**src/design/kinematic_state_forward_integrator_core_macros.svh**
```systemverilog
// Assertion macros for the kinematic forward integrator.
// Used by the top level; expects clk_i and rst_ni in scope.
`ifndef KINEMATIC_STATE_FORWARD_INTEGRATOR_CORE_MACROS_SVH
`define KINEMATIC_STATE_FORWARD_INTEGRATOR_CORE_MACROS_SVH

// same-cycle implication
`define KSFI_ASSERT_NOW(lbl, ante, cons, msg) \
  lbl: assert property (@(posedge clk_i) disable iff (!rst_ni) (ante) |-> (cons)) \
    else $error(msg);

// next-cycle implication
`define KSFI_ASSERT_NEXT(lbl, ante, cons, msg) \
  lbl: assert property (@(posedge clk_i) disable iff (!rst_ni) (ante) |=> (cons)) \
    else $error(msg);

`endif

```
**src/design/ksfi_pkg.sv**
```systemverilog
// Shared constants and types for the kinematic forward integrator.
// No dependencies; used by ksfi_div and the top level.
`default_nettype none

package ksfi_pkg;

  localparam int MAX_STEPS = 256;
  localparam int STEPS_W   = $clog2(MAX_STEPS + 1);
  localparam int STEP_W    = 10;
  localparam logic [STEP_W-1:0] STEP_RESET = 10'd50;

  // divider: unsigned dividend width, divisor width, bits per cycle
  localparam int DIV_W   = 40;
  localparam int DEN_W   = 19;
  localparam int DIV_BPC = 4;
  localparam int DIV_ITERS = DIV_W / DIV_BPC;
  localparam int DIV_CNT_W = $clog2(DIV_ITERS);

  // divisors: the odd part of every rounding scale, and 2*pi in Q.16
  localparam logic [DEN_W-1:0] DEN_SCALE  = 19'd125;
  localparam logic [DEN_W-1:0] DEN_TWO_PI = 19'd411775;

  localparam int CORDIC_ITERS = 16;
  localparam logic signed [33:0] CORDIC_GAIN_Q30 = 34'sd652032874;

  localparam logic signed [31:0] ATAN_Q28 [CORDIC_ITERS] = '{
    32'sd210828714, 32'sd124459457, 32'sd65760959, 32'sd33381290,
    32'sd16755422,  32'sd8385879,   32'sd4193963,  32'sd2097109,
    32'sd1048571,   32'sd524287,    32'sd262144,   32'sd131072,
    32'sd65536,     32'sd32768,     32'sd16384,    32'sd8192
  };

  // request to the shared divider
  typedef struct packed {
    logic start;
    logic mod_sel;   // 1: divide by 2*pi, 0: divide by the scale
  } div_req_t;

endpackage

`default_nettype wire

```
**src/design/ksfi_div.sv**
```systemverilog
// Shared unsigned divider by a constant (scale or 2*pi), 4 quotient bits per cycle.
// Depends on ksfi_pkg.
`default_nettype none

module ksfi_div (
  input  wire logic                          clk_i,
  input  wire logic                          rst_ni,
  input  wire ksfi_pkg::div_req_t            req_i,
  input  wire logic [ksfi_pkg::DIV_W-1:0]    dividend_i,
  output logic                               done_o,
  output logic [ksfi_pkg::DIV_W-1:0]         quot_o,
  output logic [ksfi_pkg::DEN_W-1:0]         rem_o
);

  logic                               busy_q, done_q, sel_q;
  logic [ksfi_pkg::DIV_CNT_W-1:0]     cnt_q;
  logic [ksfi_pkg::DIV_W-1:0]         num_q, quot_q;
  logic [ksfi_pkg::DEN_W-1:0]         rem_q, rem_d;
  logic [ksfi_pkg::DIV_BPC-1:0]       qbits;
  logic [ksfi_pkg::DEN_W-1:0]         den;

  assign den = sel_q ? ksfi_pkg::DEN_TWO_PI : ksfi_pkg::DEN_SCALE;

  // four restoring steps per cycle, MSB first
  always_comb begin
    logic [ksfi_pkg::DEN_W:0] t;
    logic [ksfi_pkg::DEN_W-1:0] r;
    r = rem_q;
    qbits = '0;
    for (int j = 0; j < ksfi_pkg::DIV_BPC; j++) begin
      t = {r, num_q[ksfi_pkg::DIV_W-1-j]};
      if (t >= {1'b0, den}) begin
        t = t - {1'b0, den};
        qbits[ksfi_pkg::DIV_BPC-1-j] = 1'b1;
      end
      r = t[ksfi_pkg::DEN_W-1:0];
    end
    rem_d = r;
  end

  // control
  always_ff @(posedge clk_i or negedge rst_ni) begin
    if (!rst_ni) begin
      busy_q <= 1'b0;
      done_q <= 1'b0;
      cnt_q  <= '0;
    end else begin
      done_q <= 1'b0;
      if (req_i.start) begin
        busy_q <= 1'b1;
        cnt_q  <= '0;
      end else if (busy_q) begin
        cnt_q <= cnt_q + 1'b1;
        if (cnt_q == ksfi_pkg::DIV_CNT_W'(ksfi_pkg::DIV_ITERS - 1)) begin
          busy_q <= 1'b0;
          done_q <= 1'b1;
        end
      end
    end
  end

  // datapath
  always_ff @(posedge clk_i) begin
    if (req_i.start) begin
      num_q  <= dividend_i;
      rem_q  <= '0;
      quot_q <= '0;
      sel_q  <= req_i.mod_sel;
    end else if (busy_q) begin
      num_q  <= {num_q[ksfi_pkg::DIV_W-ksfi_pkg::DIV_BPC-1:0], {ksfi_pkg::DIV_BPC{1'b0}}};
      rem_q  <= rem_d;
      quot_q <= {quot_q[ksfi_pkg::DIV_W-ksfi_pkg::DIV_BPC-1:0], qbits};
    end
  end

  assign done_o = done_q;
  assign quot_o = quot_q;
  assign rem_o  = rem_q;

endmodule

`default_nettype wire

```
**config.mk**
```make
export PLATFORM = sky130hd
export DESIGN_NAME = ksfi_div
export DESIGN_NICKNAME = d
export VERILOG_FILES = /design/src/design/kinematic_state_forward_integrator_core_macros.svh /design/src/design/ksfi_pkg.sv /design/src/design/ksfi_div.sv
export SDC_FILE = /design/constraint.sdc
export NUM_CORES = 1
export LEC_CHECK = 0
export BUFFER_PORTS_ARGS = -buffer_cell sky130_fd_sc_hd__buf_2
export CAP_MARGIN = 20
export CORE_MARGIN = 4
export CORE_UTILIZATION = 35
export DETAILED_ROUTE_END_ITERATION = 10
export GPL_ROUTABILITY_DRIVEN = 0
export PLACE_DENSITY_LB_ADDON = 0.08
export SLEW_MARGIN = 30
export SYNTH_ARGS = -nofsm -noshare
export SYNTH_HDL_FRONTEND = slang
export SYNTH_SLANG_ARGS = --single-unit
export TNS_END_PERCENT = 20
```
**constraint.sdc**
```tcl
create_clock -name clk_i -period 8.6 [get_ports clk_i]
set_input_delay 0.86 -clock clk_i [delete_from_list [all_inputs] [get_ports clk_i]]
set_output_delay 0.86 -clock clk_i [all_outputs]
set_load 0.01 [all_outputs]
```
; ---- Word-level counts from Yosys, hierarchy flattened
; Index checks and enable logic that the tools add are counted.
[totals]
register_bits = 106
[classes]
n_addsub = 5
reduce_logical = 1
n_eq_ne = 1
n_lt_le_gt_ge = 4
mux = 19
[op_table]
columns = operator, n
row1 = $mux 19, 5
row2 = $ge 20x19->1, 4
row3 = $mux 40, 2
row4 = $sub 19x19->19, 4
row5 = $mux 1, 10
row6 = $mux 4, 2
row7 = $add 4x1->4 const B, 1
row8 = $eq 4x4->1 const B, 1
row9 = $reduce_bool 2->1, 1

; ---- Depth between registers and ports, before layout
[logic_depth]
ltp_word = 9
depth_mapped = 41
ltp_nobuf = 36

; ---- Least setup slack after synthesis
; Ideal clock, no wire load.
[synth_path]
kind = flip-flop to flip-flop
start = register sel_q
end = register rem_q (netlist bit rem_o[5])
arrival_time_ps = 9333
synth_period_minus_slack_ps = 9450
required_time_ps = 8483
path_stages_with_launch = 37
path_slack_ps = -850
path_cell_list = edfxtp_1 > inv_1 > ha_1 > nor4b_2 > and3_1 > a21o_1 > a21oi_4 > clkbuf_1 > nor2_1 > xnor2_1 > inv_1 > ha_1 > inv_1 > a211o_1 > a2111o_1 > o31ai_1 > a211oi_1 > clkbuf_1 > a2111oi_0 > xnor2_1 > ha_1 > and3_1 > o21ai_0 > or4_1 > buf_2 > nand2_2 > buf_1 > xor2_1 > fa_1 > nand2_1 > a221oi_1 > nor4bb_2 > a21oi_4 > o2111a_1 > nor2_2 > o41ai_1 > a32o_1
[synth_via]
elab_chain_cells = 9
word_cells_on_any_way = 13
classes_between = add/sub (4) / order compare (4) / mux (5)
[synth_rtl]
columns = element, line
row1 = from (decl), ksfi_div.sv:15  ; logic busy_q, done_q, sel_q;
row2 = from (signal assigned), ksfi_div.sv:68  ; sel_q <= req_i.mod_sel;
row3 = $mux 19 (*), ksfi_div.sv:22  ; assign den = sel_q ? ksfi_pkg::DEN_TWO_PI : ksfi_pkg::DEN_SCALE;
row4 = $sub 19x19->19 or $ge 20x19->1 (tied branches), "ksfi_div.sv:33, ksfi_div.sv:32"
row5 = $mux 19, ksfi_div.sv:32  ; if (t >= {1'b0, den}) begin
row6 = $sub 19x19->19 or $ge 20x19->1 (tied branches), "ksfi_div.sv:33, ksfi_div.sv:32"
row7 = $mux 19, ksfi_div.sv:32
row8 = $sub 19x19->19 or $ge 20x19->1 (tied branches), "ksfi_div.sv:33, ksfi_div.sv:32"
row9 = $mux 19, ksfi_div.sv:32
row10 = $sub 19x19->19 or $ge 20x19->1 (tied branches), "ksfi_div.sv:33, ksfi_div.sv:32"
row11 = $mux 19 (*), ksfi_div.sv:32
row12 = to (signal assigned), ksfi_div.sv:71  ; rem_q <= rem_d;
row13 = to (decl), ksfi_div.sv:18  ; logic [ksfi_pkg::DEN_W-1:0] rem_q, rem_d;
; Every way passes the cells marked *; elsewhere a longest branch is shown, timed or not.
; A chain may end at the register's enable or synchronous reset.

; ---- Final worst setup path
[layout_path]
start = register sel_q
end = register rem_q (netlist bit rem_o[4])
; Same word-level chain as after synthesis.

==> flow_summary.yaml <==
sta:
  drv_slew: 0
  worst_pin_slew_ns: 0.766
  tns_ns: 0
  max_freq_ghz: 0.122
  hold_viol_final: 0
  holdWs_ns: 0.329
  fin_ws_ns: 0.391
  fin_skew_ns: 0.0111
  final.min_clock_period_ns: 8.21
  max-slew-margin-rel_pct: 49.0
  final-setup-viol-count: 0
  period_share_pct: 95.5
  grt_setup_unrepaired: "true"
synthesis:
  synthDominantCellAreaShare_pct: 15.7
  ys_types: 84
  syn_area_sq_um: 7820
  ys_async_sr_fraction_pct: 5.66
  syn_nets: 932
  synth_area_per_cell_sq_um: 9.11
  yosysTopAreaCell: "edfxtp_1"
  synthFlopType: "dfxtp_1"
  synthTopCellsByArea: "edfxtp_1 (16%), dfxtp_1 (15%), mux2i_1 (6.0%)"
  synth_edf_count: 41
  synth-seq-area-share_pct: 32.8
  yosysWarnings: 0
  ys_ff_latch: 106
  syn_inst: 858
detailed_routing:
  antenna_left: 0
  detail_route.wl_per_cell_microns: 20.3
  drc_errors: 0
  vias: 7134
  viasPerCell: 5.63
  drt_iter0_drc: 512
  first_pass_iters: 5
  postRouteWirelength_microns: 25800
floorplan:
  die_h_microns: 157
  fp-row-count: 54
  core_sq_um: 21900
  io_pins: 104
  initial_core_util_pct: 35.7
  die_area_sq_um: 24800
  die_w_microns: 157
job:
  cap_violations: 0
place:
  post-place-ws_ns: 0.0297
  hpwlAfterDp_microns: 19600
  port_buffers: 103
  placed_area_sq_um: 8930
worst_setup_path:
  r2r_start: "sel_q$_DFFE_PP_"
  timing.critical_path.slowest_stage_cell: "or4_1"
  critical_path.max_fanout: 11
  path_class: "reg2reg"
  end_kind: "register"
  cpMostUsedCell: "xnor2_1"
  rrSetupSlack_ns: 0.39
  max_stage_delay_ns: 0.56
  worstPathArrival_ns: 8.48
  worstSetupStartpointType: "register"
  reg2reg_depth: 31
  r2r_end: "rem_o[4]$_SDFFE_PP0P_"
  cp.required_ns: 8.87
grt:
  grt_pass1_wl_microns: 39800
  track_usage_pct: 20.5
  grt_pass1_vias: 7030
  grt-ovfl-total: 0
  grt_max_degree: 75
  antenna_found_initial: 1
clocking:
  htreeDepth: 3
  clk_pin_slew_ns: 0.08
  clkLatencyLatePin_ns: 0.35
  cts_tree: "done"
  clock_path_buffers: 2
  root_buffer: "clkbuf_16"
  cts_sinks: 106
  cts_inserted_buffers: 9
worst_hold_path:
  hp-class: "in2async"
status:
  status: "completed"
cells_and_area:
  n_antenna_cell: 0
  layout_commonest_cell: "buf_2"
  design_area_sq_um: 9490
  mostFrequentLayoutCells: "buf_2 (102), nor2_1 (92), nand2_1 (62)"
  syn_to_final_growth_pct: 21.4
  drive_above_1_share_pct: 27.9
  nets: 1056
-- metal layers --
metal,up-vias,GRT usage [%],routed length [microns]
met5,-,0,7
met4,2,7.91,960
met3,57,3.63,1580
met2,235,32.5,11900
met1,3377,27.8,11300
li1,3463,-,-
-- synth_stat cells, types with 8 or more instances --
cell,instances
a211oi_1,24
a21o_1,16
a21oi_1,36
a311oi_1,8
a31oi_1,10
and2_1,11
and3_1,14
clkbuf_1,31
dfxtp_1,59
edfxtp_1,41
ha_1,26
inv_1,24
mux2_2,40
mux2i_1,47
nand2_1,63
nand2b_1,8
nand3_1,24
nand4_1,13
nor2_1,92
nor3_1,13
o211ai_1,8
o21ai_0,28
or3_1,11
xnor2_1,45
xor2_1,13
-- cell families after synthesis --
group / count (synthesis) / share of synthesized area [%]
AOI/OAI and AO/OA: 206 / 19.7
and+or+nand+nor: 297 / 19.6
buffers and inverters: 71 / 3.81
adders and majority gates: 30 / 5.18
xor gates and xnor gates: 60 / 6.91
DFF: 106 / 32.8
muxes: 88 / 12.1
-- sequential cells by signal (all words and copies together) (netlist names) --
register and flops:
num_q 40, cnt_q 4, quot_o 40, done_o 1
rem_o 19, sel_q 1, busy_q 1
-- metrics by stage --
| step | util [%] | instances |
|---|---|---|
| final | 43.4 | 1267 |
| after floorplan | - | 858 |
| after global placement | 40.8 | 1234 |
| after global routing | 43.4 | 1267 |
| after detailed placement | 40.8 | 1234 |
| after CTS | 42.2 | 1250 |
-- what timing repair did --
item / CTS / global route
resized for setup: 1 / 23
pin swaps: 0 / 9
cloned: 0 / 1
hold buffers: 0 / 0
buffers inserted: 0 / 15
endpoints found under the setup margin: 1 / 20
endpoints found under the hold margin: 0 / 0
-- critical path: cells and delay by family (launching register included) --
family	cells	cell delay [ns]
buf+inv	3	0.42
xor+xnor	4	0.64
simple gates	8	2.05
flops	1	0.40
fa+ha+maj	4	1.49
compound gates	12	3.08
-- worst max path at each step --
| stage | cells past startpoint | end | start |
|---|---|---|---|
| floorplan | 37 | rem_o[5]$_SDFFE_PP0P_ | sel_q$_DFFE_PP_ |
| global placement | 30 | rem_o[16]$_SDFFE_PP0P_ | sel_q$_DFFE_PP_ |
| detailed placement | 31 | rem_o[15]$_SDFFE_PP0P_ | sel_q$_DFFE_PP_ |
| CTS | 30 | rem_o[16]$_SDFFE_PP0P_ | sel_q$_DFFE_PP_ |
| global route | 32 | rem_o[13]$_SDFFE_PP0P_ | sel_q$_DFFE_PP_ |
| finish | 31 | rem_o[4]$_SDFFE_PP0P_ | sel_q$_DFFE_PP_ |
-- final cells by class --
| class | count | area (sq um) |
|---|---|---|
| clock inverter | 6 | 63.8 |
| timing repair buffer | 159 | 951 |
| sequential | 106 | 2570 |
| clock buffer | 10 | 229 |
| inverter | 24 | 93.8 |
| multi-input combinational | 682 | 5240 |
| fill | 2191 | 12400 |
| tap | 280 | 350 |
Power is left out: the tool's default activity adds up to more than one toggle a clock period on the data nets, which glitch-free logic cannot reach.
